==> src/hdl/sgmd_pkg.sv <==
`timescale 1ns / 1ps
package sgmd_pkg;

  localparam int MAX_WIDTH  = 1024;
  localparam int MAX_HEIGHT = 1024;
  localparam int CFG_W      = 11;
  localparam int COL_W      = $clog2(MAX_WIDTH);
  localparam int ROW_W      = $clog2(MAX_HEIGHT);
  localparam int PIX_W      = 8;
  localparam int GRAD_W     = 11;
  localparam int MAG_W      = 15;
  localparam int DIR_W      = 15;

  localparam logic [CFG_W-1:0] FRAME_WIDTH_RESET  = CFG_W'(640);
  localparam logic [CFG_W-1:0] FRAME_HEIGHT_RESET = CFG_W'(480);

  localparam logic REG_FRAME_WIDTH  = 1'b0;
  localparam logic REG_FRAME_HEIGHT = 1'b1;

  localparam int FIFO_DEPTH = 4;
  localparam int PTR_W      = $clog2(FIFO_DEPTH);
  localparam int LEVEL_W    = $clog2(FIFO_DEPTH + 1);

  localparam int ANG_FRAC   = 60;
  localparam int VEC_SHIFT  = 50;
  localparam int ROT_STEPS  = 60;
  localparam int STEP_W     = $clog2(ROT_STEPS);
  localparam int SQRT_STEPS = 16;

  typedef logic signed [63:0] angle_t;
  typedef angle_t angle_tab_t [ROT_STEPS];

  typedef struct packed {
    logic signed [GRAD_W-1:0] grad_x;
    logic signed [GRAD_W-1:0] grad_y;
    logic                     frame_end;
  } item_t;

  typedef struct packed {
    logic                     nonempty;
    logic [LEVEL_W-1:0]       level;
  } fifo_status_t;

  typedef enum logic [1:0] {
    BK_IDLE,
    BK_SQUARE,
    BK_ROTATE,
    BK_FINISH
  } back_state_t;

  function automatic logic [63:0] udiv64(input logic [63:0] num, input logic [63:0] den);
    logic [63:0] rem;
    logic [63:0] quo;
    rem = '0;
    quo = '0;
    for (int k = 63; k >= 0; k--) begin
      rem = {rem[62:0], num[k]};
      if (rem >= den) begin
        rem = rem - den;
        quo[k] = 1'b1;
      end
    end
    return quo;
  endfunction

  function automatic angle_t atan_inverse(input logic [63:0] m);
    logic [63:0] p;
    logic [63:0] term;
    logic [63:0] mm;
    logic [63:0] n;
    angle_t      sum;
    p   = udiv64(64'd1 << ANG_FRAC, m);
    mm  = m * m;
    sum = '0;
    n   = '0;
    while (p != 0) begin
      term = udiv64(p, 2 * n + 1);
      if (n[0]) sum = sum - angle_t'(term);
      else sum = sum + angle_t'(term);
      p = udiv64(p, mm);
      n = n + 1;
    end
    return sum;
  endfunction

  function automatic angle_tab_t build_table();
    angle_tab_t  t;
    angle_t      sum;
    logic [63:0] term;
    int          e;
    t[0] = 4 * atan_inverse(64'd5) - atan_inverse(64'd239);
    for (int i = 1; i < ROT_STEPS; i++) begin
      sum = '0;
      for (int n = 0; n < 64; n++) begin
        e = ANG_FRAC - i * (2 * n + 1);
        if (e >= 0) begin
          term = udiv64(64'd1 << e, 64'(2 * n + 1));
          if (n % 2 == 1) sum = sum - angle_t'(term);
          else sum = sum + angle_t'(term);
        end
      end
      t[i] = sum;
    end
    return t;
  endfunction

  localparam angle_tab_t ROT_ANGLE  = build_table();
  localparam angle_t     PI_FIXED   = 4 * ROT_ANGLE[0];
  localparam angle_t     HALF_PI    = 2 * ROT_ANGLE[0];
  localparam angle_t     ROUND_BIAS = angle_t'(64'd1 << (ANG_FRAC - 13));

endpackage

==> src/hdl/sgmd_fifo.sv <==
`timescale 1ns / 1ps
module sgmd_fifo (
  input  logic                   clk,
  input  logic                   rst,
  input  logic                   push,
  input  sgmd_pkg::item_t        push_item,
  input  logic                   pop,
  output sgmd_pkg::item_t        pop_item,
  output sgmd_pkg::fifo_status_t status
);
  import sgmd_pkg::*;

  item_t              slots [FIFO_DEPTH];
  logic [PTR_W-1:0]   wptr, rptr;
  logic [LEVEL_W-1:0] level;

  assign pop_item        = slots[rptr];
  assign status.level    = level;
  assign status.nonempty = (level != '0);

  always_ff @(posedge clk) begin
    if (rst) begin
      wptr  <= '0;
      rptr  <= '0;
      level <= '0;
    end else begin
      if (push) wptr <= wptr + PTR_W'(1);
      if (pop) rptr <= rptr + PTR_W'(1);
      level <= level + LEVEL_W'(push) - LEVEL_W'(pop);
    end
  end

  always_ff @(posedge clk) begin
    if (push) slots[wptr] <= push_item;
  end

endmodule

==> config.mk <==
export PLATFORM = sky130hd
export DESIGN_NAME = sgmd_fifo
export DESIGN_NICKNAME = d
export VERILOG_FILES = /design/src/hdl/sgmd_pkg.sv /design/src/hdl/sgmd_fifo.sv
export SDC_FILE = /design/constraint.sdc
export NUM_CORES = 1
export LEC_CHECK = 0
export ABC_AREA = 1
export BUFFER_PORTS_ARGS = -buffer_cell sky130_fd_sc_hd__buf_4
export CORE_ASPECT_RATIO = 1.2
export CORE_MARGIN = 3
export CORE_UTILIZATION = 35
export CTS_CLUSTER_SIZE = 30
export DETAILED_ROUTE_END_ITERATION = 8
export PLACE_DENSITY = 0.5
export SLEW_MARGIN = 20
export SYNTH_ARGS = -nofsm -noshare
export SYNTH_HDL_FRONTEND = slang
export SYNTH_SLANG_ARGS = --single-unit
==> constraint.sdc <==
create_clock -name clk -period 2.9 [get_ports clk]
set_clock_uncertainty 0.15 [all_clocks]
set_input_delay 0.29 -clock clk [delete_from_list [all_inputs] [get_ports clk]]
set_output_delay 0.29 -clock clk [all_outputs]
set_load 0.05 [all_outputs]
==> summary.txt <==
STA
  – Post-route minimum period: about 2.2 ns
  – TNS Setup: 0 ns
  – Worst-case hold slack: between 0.01 and 0.015 ns
  – Pins Over Slew Limit: 0
  – Maximum clock frequency: between 0.4 and 0.5 GHz
  – Final setup vio count: 0
  – Unrepaired setup endpoints after global routing: false
  – Number of failing hold endpoints at the final stage: 0
  – Tightest slew margin relative to the limit: about 66%
  – Slew at the pin with the worst max-slew slack: slightly above 0.5 ns
  – Final critical-path share of the clock period: a little under 80%
  – Least setup slack across all paths after layout: 0.650 ns

Pwr
  – Maximum ir drop on the vdd rail: approximately 0.36 mV
  – Pwr dens: 675 mW/mm²
  – Total Power: ~3.5 mW
  – Cell leakage power: 2.07 nW

Yosys
  – Number of unique standard cell types used by synthesis: 19
  – Number of warning messages in the yosys log: 0
  – EDFF count, synth: ~90
  – Syn Std Cell Area: approximately 0.0042 mm²
  – Mean Syn Cell Area: roughly 13 µm²
  – Net count of the mapped netlist: about 360
  – Gate Count Post-Synth: roughly 320
  – Seq/Total Area, Yosys: between 70% and 80%
  – Ys flop type: sky130_fd_sc_hd__edfxtp_1
  – Proportion of register bits with asynchronous set or reset after synthesis: 0%
  – Flip-flop and latch count after synthesis: approximately 100

Setup path
  – R2r setup slk: between 1 and 1.5 ns
  – Required time of the worst setup path: ~2.5 ns
  – Cell family with most CP delay: flip-flops
  – Endpoint kind of the worst setup timing path: primary output
  – Count of buffer and inverter cells on the critical path: 2
  – CP Cell Sequence: buf_12, nand2_1, o211ai_1, nand2_1, buf_4
  – Most frequent cell on the critical path: sky130_fd_sc_hd__nand2_1
  – Maximum fanout count along the critical path: just under 50
  – Startpoint types: flop
  – Critical path's slowest cell: sky130_fd_sc_hd__dfxtp_4
  – Max incr delay on CP: 0.67 ns
  – Reg2Reg Launch Point: level[0]$_SDFF_PP0_
  – Capture point of the worst reg-to-reg path: level[2]$_SDFF_PP0_
  – Worst endpoint data arrival time: 1.81 ns
  – Worst Reg-to-Reg Cells: 7
  – Start-to-end type of the worst setup path: flop to primary output

Route
  – Average routed wire per standard cell: 12.7 µm
  – DRC Markers: 0
  – Detailed-routed wire length on met2: roughly 3700 µm
  – Iteration count of the initial detailed-routing pass: 4
  – Iteration-0 DRC Markers: 69
  – Number of nets with antenna violations after detailed routing: 0
  – Detailed Route WL: just over 7000 µm
  – DRT met1 WL: ~3000 µm
  – DR top layer: met4
  – Per-cell via count in the routed design: about 4.4
  – Vias after detailed routing: 2466
  – Detailed-routed wire length on met3: 285 µm

Placement
  – I/O Buffers: 53
  – Instance area at placement: 0.00470 mm²
  – Routability congestion estimate from global placement: 0.682
  – Worst Setup Slack post-DPL: a little under 1 ns
  – HPWL after detailed placement: 4400 µm
  – DP Cell Count: about 520

Finish
  – Fraction of layout instances using a drive strength above 1: around a quarter
  – Final non-filler cell total: 561
  – Final Cell Area: between 0.005 and 0.006 mm²
  – Synth-to-Final Area Change: 25.0%
  – Post-layout utilization of the core: between 40% and 50%
  – Final #Nets: ~430
  – Antenna Cells: 0

Clocking
  – Setup Buffers After CTS: 0
  – Total clock buffers created by CTS: 9
  – Htree depth: 3
  – CTS tree: done
  – Clk Tree Root Cell: sky130_fd_sc_hd__clkbuf_16
  – Post-CTS clock slew at the launch and capture registers of the worst setup and hold paths: 0.06 ns
  – Number of buffers between clock root and the deepest sink: 2
  – Sinks on the clock net: ~100
  – Quantity of gates resized following cts: 0
  – Hold-fix buffer count after cts: 21
  – Clock latency of the later-clocked register in the worst-skew pair: around 0.33 ns

Min path
  – Hold path depth: 1
  – Tightest Hold Check Type: primary input to flop
  – End point of the most critical hold path: slots[3][19]$_DFFE_PP_
  – Source of the worst hold timing path: push_item[19]

Global route
  – Antenna violations before repair: 0
  – Via count of the first global-routing pass: 2460
  – Overflow left after global routing: 0
  – Wire length of the first global-routing pass: 12100 µm
  – Largest net degree at the start of global routing: 50
  – Global-route usage over all layers: 11.8%

Die
  – Standard-cell rows: 43
  – DIE WIDTH: ~110 µm
  – Area of the die: about 0.013 mm²
  – Core outline area: 0.0116 mm²
  – Number of top-level pins: 54
  – DIE HEIGHT: ~130 µm
  – Initial cell density of the core: a little over a third

Run
  – Max Cap Viol: 0

Outcome
  – Outcome: finished, final reports clean
==> worst reg2reg max path, delay by kind of cell, from the launching register on <==
kind                     cells  cell delay (ns)
buffers and inverters        2             0.10
adder cells (fa/ha/maj)      3             0.83
AND/OR/NAND/NOR              1             0.05
AO/OA/AOI/OAI                1             0.12
flip-flops                   1             0.33
==> layout by cell type, fill, tap and decap left out, types with 9 or more instances in the layout <==
master	count
sky130_fd_sc_hd__o21ai_1	23
sky130_fd_sc_hd__dlygate4sd3_1	21
sky130_fd_sc_hd__clkbuf_16	9
sky130_fd_sc_hd__edfxtp_1	92
sky130_fd_sc_hd__buf_4	57
sky130_fd_sc_hd__nand2_1	54
sky130_fd_sc_hd__a21oi_1	9
sky130_fd_sc_hd__o211ai_1	21
sky130_fd_sc_hd__inv_1	60
sky130_fd_sc_hd__a21oi_2	20
==> logic make-up (layout without fill, tap and decap cells) <==
| logic type | Yosys count | after routing | synth area share, % |
|---|---|---|---|
| simple gates | 59 | 59 | 5.37 |
| buf+inv | 77 | 158 | 8.96 |
| fa+ha+maj | 7 | 7 | 2.28 |
| flops | 101 | 101 | 70.5 |
| compound gates | 79 | 79 | 12.9 |
==> layer usage <==
metal | track usage (%) | vias to the layer above
met5 | 0 | -
met4 | 5.03 | 0
met3 | 3.33 | 10
met2 | 20.3 | 40
met1 | 13.8 | 1160
li1 | - | 1256
==> flip-flops by register name (all words and copies together), names as in the netlist, named ones only <==
| register | cells |
|---|---|
| slots | 92 |
| level | 3 |
| rptr | 2 |
| wptr | 2 |
==> power by group <==
part	internal (mW)	switching (mW)
combinational	0.200	0.407
clock	0.746	0.464
sequential	1.66	0.0437
total	2.61	0.914
==> cells in the mapped netlist (2+ instances only) <==
cell	count	area [µm²]
sky130_fd_sc_hd__buf_8	2	30.0
sky130_fd_sc_hd__a21oi_1	9	45.0
sky130_fd_sc_hd__o21ai_1	23	115
sky130_fd_sc_hd__edfxtp_1	92	2760
sky130_fd_sc_hd__nor2_1	3	11.3
sky130_fd_sc_hd__buf_2	5	25.0
sky130_fd_sc_hd__inv_2	2	7.51
sky130_fd_sc_hd__buf_6	7	78.8
sky130_fd_sc_hd__nand3_1	2	10.0
sky130_fd_sc_hd__ha_1	6	75.1
sky130_fd_sc_hd__a21oi_2	20	175
sky130_fd_sc_hd__o21ai_0	4	20.0
sky130_fd_sc_hd__nand2_1	54	203
sky130_fd_sc_hd__o211ai_2	2	25.0
sky130_fd_sc_hd__dfxtp_1	9	180
sky130_fd_sc_hd__o211ai_1	21	158
sky130_fd_sc_hd__inv_1	60	225
==> final cells by class <==
class	instances	area (µm²)
clock inverters	6	77.6
fillers	1101	6400
inverters	62	233
clock buffers	10	229
repair buffers	80	678
well taps	157	196
multi-input cells	145	857
flip-flops and latches	101	2950
==> how the worst max path moves through the flow <==
stage                                    from                   to  slack, ns  depth (start not counted)
after floorplan           level[0]$_SDFF_PP0_  level[2]$_SDFF_PP0_       0.89                          7
after global placement                   flop          pop_item[1]        1.0                          5
after detailed placement                 flop          pop_item[1]       0.98                          5
after CTS                                flop          pop_item[1]       0.62                          5
after global routing                     flop         pop_item[13]       0.48                          5
final                                    flop         pop_item[13]       0.65                          5
(Power assumes the default switching activity.)
