[config.mk]
export PLATFORM = sky130hd
export DESIGN_NAME = sgmd_back
export DESIGN_NICKNAME = d
export VERILOG_FILES = /design/src/hdl/sgmd_pkg.sv /design/src/hdl/sgmd_back.sv
export SDC_FILE = /design/constraint.sdc
export NUM_CORES = 2
export LEC_CHECK = 0
export BUFFER_PORTS_ARGS = -buffer_cell sky130_fd_sc_hd__buf_2
export CAP_MARGIN = 25
export CORE_MARGIN = 2
export CORE_UTILIZATION = 25
export DETAILED_ROUTE_END_ITERATION = 16
export GPL_TIMING_DRIVEN = 0
export MAX_ROUTING_LAYER = met4
export PLACE_DENSITY = 0.4
export RECOVER_POWER = 25
export SYNTH_ARGS = -nofsm -noshare
export SYNTH_HDL_FRONTEND = slang
export SYNTH_SLANG_ARGS = --single-unit
[constraint.sdc]
create_clock -name clk -period 11.6 [get_ports clk]
set_input_delay 1.74 -clock clk [delete_from_list [all_inputs] [get_ports clk]]
set_output_delay 1.74 -clock clk [all_outputs]
set_load 0.005 [all_outputs]
[src/hdl/sgmd_pkg.sv]
`timescale 1ns / 1ps
package sgmd_pkg;

  localparam int MAX_WIDTH  = 1024;
  localparam int MAX_HEIGHT = 1024;
  localparam int CFG_W      = 11;
  localparam int COL_W      = $clog2(MAX_WIDTH);
  localparam int ROW_W      = $clog2(MAX_HEIGHT);
  localparam int PIX_W      = 8;
  localparam int GRAD_W     = 11;
  localparam int MAG_W      = 15;
  localparam int DIR_W      = 15;

  localparam logic [CFG_W-1:0] FRAME_WIDTH_RESET  = CFG_W'(640);
  localparam logic [CFG_W-1:0] FRAME_HEIGHT_RESET = CFG_W'(480);

  localparam logic REG_FRAME_WIDTH  = 1'b0;
  localparam logic REG_FRAME_HEIGHT = 1'b1;

  localparam int FIFO_DEPTH = 4;
  localparam int PTR_W      = $clog2(FIFO_DEPTH);
  localparam int LEVEL_W    = $clog2(FIFO_DEPTH + 1);

  localparam int ANG_FRAC   = 60;
  localparam int VEC_SHIFT  = 50;
  localparam int ROT_STEPS  = 60;
  localparam int STEP_W     = $clog2(ROT_STEPS);
  localparam int SQRT_STEPS = 16;

  typedef logic signed [63:0] angle_t;
  typedef angle_t angle_tab_t [ROT_STEPS];

  typedef struct packed {
    logic signed [GRAD_W-1:0] grad_x;
    logic signed [GRAD_W-1:0] grad_y;
    logic                     frame_end;
  } item_t;

  typedef struct packed {
    logic                     nonempty;
    logic [LEVEL_W-1:0]       level;
  } fifo_status_t;

  typedef enum logic [1:0] {
    BK_IDLE,
    BK_SQUARE,
    BK_ROTATE,
    BK_FINISH
  } back_state_t;

  function automatic logic [63:0] udiv64(input logic [63:0] num, input logic [63:0] den);
    logic [63:0] rem;
    logic [63:0] quo;
    rem = '0;
    quo = '0;
    for (int k = 63; k >= 0; k--) begin
      rem = {rem[62:0], num[k]};
      if (rem >= den) begin
        rem = rem - den;
        quo[k] = 1'b1;
      end
    end
    return quo;
  endfunction

  function automatic angle_t atan_inverse(input logic [63:0] m);
    logic [63:0] p;
    logic [63:0] term;
    logic [63:0] mm;
    logic [63:0] n;
    angle_t      sum;
    p   = udiv64(64'd1 << ANG_FRAC, m);
    mm  = m * m;
    sum = '0;
    n   = '0;
    while (p != 0) begin
      term = udiv64(p, 2 * n + 1);
      if (n[0]) sum = sum - angle_t'(term);
      else sum = sum + angle_t'(term);
      p = udiv64(p, mm);
      n = n + 1;
    end
    return sum;
  endfunction

  function automatic angle_tab_t build_table();
    angle_tab_t  t;
    angle_t      sum;
    logic [63:0] term;
    int          e;
    t[0] = 4 * atan_inverse(64'd5) - atan_inverse(64'd239);
    for (int i = 1; i < ROT_STEPS; i++) begin
      sum = '0;
      for (int n = 0; n < 64; n++) begin
        e = ANG_FRAC - i * (2 * n + 1);
        if (e >= 0) begin
          term = udiv64(64'd1 << e, 64'(2 * n + 1));
          if (n % 2 == 1) sum = sum - angle_t'(term);
          else sum = sum + angle_t'(term);
        end
      end
      t[i] = sum;
    end
    return t;
  endfunction

  localparam angle_tab_t ROT_ANGLE  = build_table();
  localparam angle_t     PI_FIXED   = 4 * ROT_ANGLE[0];
  localparam angle_t     HALF_PI    = 2 * ROT_ANGLE[0];
  localparam angle_t     ROUND_BIAS = angle_t'(64'd1 << (ANG_FRAC - 13));

endpackage

[src/hdl/sgmd_back.sv]
`timescale 1ns / 1ps
module sgmd_back (
  input  logic                              clk,
  input  logic                              rst,
  input  sgmd_pkg::fifo_status_t            fifo_status,
  input  sgmd_pkg::item_t                   pop_item,
  output logic                              pop,
  output logic                              out_valid,
  input  logic                              out_stall,
  output logic signed [sgmd_pkg::GRAD_W-1:0] grad_x,
  output logic signed [sgmd_pkg::GRAD_W-1:0] grad_y,
  output logic [sgmd_pkg::MAG_W-1:0]        magnitude,
  output logic signed [sgmd_pkg::DIR_W-1:0] direction,
  output logic                              frame_end
);
  import sgmd_pkg::*;

  back_state_t state, state_next;
  item_t       cur;
  logic [STEP_W-1:0] step;
  angle_t      x, y, z, xs, ys;
  logic [31:0] rad, root, bitv;
  logic [31:0] trial;
  logic [21:0] sq_x, sq_y;
  logic [GRAD_W-1:0] abs_x, abs_y;
  logic        load, out_free;
  angle_t      z_clamp, z_side, q_full;
  logic [DIR_W-1:0] q_dir;

  assign out_free = !out_valid || !out_stall;

  always_comb begin
    state_next = state;
    case (state)
      BK_IDLE:   if (fifo_status.nonempty) state_next = BK_SQUARE;
      BK_SQUARE: state_next = BK_ROTATE;
      BK_ROTATE: if (step == STEP_W'(ROT_STEPS - 1)) state_next = BK_FINISH;
      BK_FINISH: if (out_free) state_next = BK_IDLE;
      default:   state_next = BK_IDLE;
    endcase
  end

  always_comb begin
    pop  = 1'b0;
    load = 1'b0;
    case (state)
      BK_IDLE:   pop = fifo_status.nonempty;
      BK_FINISH: load = out_free;
      default: begin
        pop  = 1'b0;
        load = 1'b0;
      end
    endcase
  end

  always_ff @(posedge clk) begin
    if (rst) state <= BK_IDLE;
    else state <= state_next;
  end

  always_comb begin
    abs_x = cur.grad_x[GRAD_W-1] ? GRAD_W'(-cur.grad_x) : cur.grad_x;
    abs_y = cur.grad_y[GRAD_W-1] ? GRAD_W'(-cur.grad_y) : cur.grad_y;
    sq_x  = 22'(abs_x) * 22'(abs_x);
    sq_y  = 22'(abs_y) * 22'(abs_y);
    xs    = x >>> step;
    ys    = y >>> step;
    trial = root + bitv;
  end

  always_ff @(posedge clk) begin
    if (pop) cur <= pop_item;
    case (state)
      BK_SQUARE: begin
        rad  <= 32'(sq_x + sq_y) << 8;
        root <= '0;
        bitv <= 32'd1 << 30;
        x    <= angle_t'(abs_x) <<< VEC_SHIFT;
        y    <= angle_t'(abs_y) <<< VEC_SHIFT;
        z    <= '0;
        step <= '0;
      end
      BK_ROTATE: begin
        step <= step + STEP_W'(1);
        if (!y[63] && (y != 0)) begin
          x <= x + ys;
          y <= y - xs;
          z <= z + ROT_ANGLE[step];
        end else if (y[63]) begin
          x <= x - ys;
          y <= y + xs;
          z <= z - ROT_ANGLE[step];
        end
        if (step < STEP_W'(SQRT_STEPS)) begin
          if (rad >= trial) begin
            rad  <= rad - trial;
            root <= (root >> 1) + bitv;
          end else begin
            root <= root >> 1;
          end
          bitv <= bitv >> 2;
        end
      end
      default: begin
      end
    endcase
  end

  always_comb begin
    if (z[63]) z_clamp = '0;
    else if (z > HALF_PI) z_clamp = HALF_PI;
    else z_clamp = z;
    z_side = cur.grad_x[GRAD_W-1] ? PI_FIXED - z_clamp : z_clamp;
    q_full = (z_side + ROUND_BIAS) >>> (ANG_FRAC - 12);
    q_dir  = q_full[DIR_W-1:0];
  end

  always_ff @(posedge clk) begin
    if (rst) out_valid <= 1'b0;
    else if (load) out_valid <= 1'b1;
    else if (!out_stall) out_valid <= 1'b0;
  end

  always_ff @(posedge clk) begin
    if (load) begin
      grad_x    <= cur.grad_x;
      grad_y    <= cur.grad_y;
      magnitude <= root[MAG_W-1:0];
      direction <= cur.grad_y[GRAD_W-1] ? DIR_W'(-q_dir) : q_dir;
      frame_end <= cur.frame_end;
    end
  end

endmodule

==> metrics.csv <==
metric,value,unit
via-per-instance ratio,5.36,
type of the worst setup path,reg -> reg,
Clock transition at path regs,70,ps
f_max,0.0906,GHz
# IOs,85,
unrepaired setup endpoints after global routing,false,
synthesis-stage register bit count,357,
grt total ovfl,0,
Avg WL per Cell,25.9,um
crit path max-delay cell type,buf_1,
floorplan row count,166,
Tcrit/Tclk final,0.952,
Fin. Hold Viols,0,
largest net degree at the start of global routing,31,
Post-synth EDFFs,354,
Synth-to-Final Area Change,12.7,%
outcome,finished with violations,
"Seq/Total Area, Yosys",0.207,
asr flop ratio synth,0,
Syn Area/Cell,8.39,sq um
"top cells by area, synth","edfxtp_1 21%, ha_1 11%, fa_1 6.7%",
endpoints failing setup,0,
Clock Latency Late Sink,720,ps
Mapped Area,51600,sq um
hold_buf cts,0,
"Distinct cells, synth",99,
Synth Warn #,0,
CP peak stage delay,570,ps
layout cells sized above 1,0.0838,
core box area,205000,sq um
Hold Crit Class,reg -> reg,
CTS H-tree depth,2,
DP HPWL,191000,um
Critical Path AT,11530,ps
initial antenna violation count,11,
reported max-cap violation count,4,
top-count cell post-synth,nor2_1,
Setup crit end kind,register,
Layout Nets,6989,
Root Buffer,clkbuf_16,
clock buffer depth,3,
top-area cell type share of the netlist area,0.206,
"most used cell, CP",clkbuf_1,
CTS Buf Count,55,
violated checks,"capacitance limit, slew limit",
port bufs,81,
CTS tree,done,
initial core utilization,0.252,
GP Congestion,0.968,
final slew viol count,51,
Startpoint Class,register,
Worst Tran Pin Value,2370,ps
largest area contributor in the netlist,edfxtp_1,
drc violations,0,
TNS Setup,0,ps
Final Util,0.284,
Worst Path Required,12090,ps
critical path peak fanout,15,
Die Span Y,458,um
Post-Route WL,235000,um
Worst Skew,32.4,ps
fin crit period,11040,ps
top_reg_cell synth,edfxtp_1,
vias in the first global route,48079,
Slew headroom,-0.578,
clock sink count,357,
initial detailed-routing violation count,3997,
Total GRT Usage,0.224,
Die Footprint,210000,sq um
drt first pass iters,6,
Synth top cells by count,"580 x nor2_1, 567 x nand2_1, 486 x inv_1",
post-route ant nets,0,
first-pass GRT wire length,340000,um
chip width,458,um
Vias,48663,
Post-Synthesis Cells,6147,
==> metal layers <==
layer  share of wire  GRT usage  routed length, um  up-vias
met2            0.47      0.366             110000     1487
met3           0.045     0.0233              10700      304
met1            0.45      0.290             105000    24304
met5               0          -                  0        -
met4           0.038     0.0736               8820        0
li1                -          -                  -    22568
==> path summary, 6_finish.rpt <==
check	from	endpoint	slack (ps)	depth (start not counted)
setup reg to reg	step[3]	y[63]	560	30
hold / removal	cur[0]	frame_end	420	0
hold reg to reg	cur[0]	frame_end	420	0
setup / recovery	step[3]	y[63]	560	30
==> timing repair <==
| action | 4_1_cts | 5_1_grt |
|---|---|---|
| setup endpoints to repair | 34 | 24 |
| gates resized for setup | 9 | 23 |
| setup buffers | 1 | 0 |
==> sequential cells by signal, summed over array words and instances (netlist names), 2 cells and up <==
| name | cells |
|---|---|
| grad_y | 11 |
| direction | 15 |
| z | 64 |
| magnitude | 15 |
| y | 64 |
| root | 32 |
| bitv | 16 |
| rad | 32 |
| cur | 23 |
| grad_x | 11 |
| state | 2 |
| step | 6 |
| x | 64 |
==> cells in the final DEF (no fill, tap or decap), drive strengths merged, types with 181 or more instances in the layout <==
master / instances
inv: 494
nand2: 567
nor2: 580
edfxtp: 354
ha: 447
xnor2: 278
o21ai: 369
a21oi: 467
clkbuf: 323
xor2: 181
==> area by class of cell <==
cell class                 instances  area, sq um
clock inverter                    41          498
timing repair buffer             126         1090
inverter                         499         1870
tap                             2688         3360
multi-input combinational       4989        37900
fill                           22183       147000
sequential                       357        10700
buffer                           312         1280
antenna                            6         15.0
clock buffer                      63         1450
==> metrics by stage <==
step	hold WS (ps)	cell area (sq um)	instances	worst slack, ps
3_5_place_dp	405	56200	8972	-826
4_1_cts	420	58100	9076	53.2
5_1_grt	423	58100	9079	52.3
3_3_place_gp	400	55400	8929	-8490
2_1_floorplan	400	51600	6160	62.4
6_report	418	58100	9081	557
==> kinds of logic (layout without fill, tap and decap cells) <==
kind of cell,Yosys count,in the layout,share of synthesized area
DFF,357,357,0.207
AOI/OAI and AO/OA,1677,1677,0.209
buffers and inverters,814,1041,0.0604
other,2,21,0.000146
muxes,298,298,0.0945
adders and majority gates,619,619,0.175
and+or+nand+nor,1921,1921,0.176
xor gates and xnor gates,459,459,0.0780
==> critical path, delay by kind of cell (launching register included) <==
kind	cells	cell delay, ps
AO/OA/AOI/OAI	13	4040
adder cells (fa/ha/maj)	1	290
buffers and inverters	12	4940
flip-flops	1	320
multiplexers	1	370
AND/OR/NAND/NOR	3	800
Power is not shown: default switching activity piles up to over one toggle a cycle in this logic, so the estimate is an artifact.
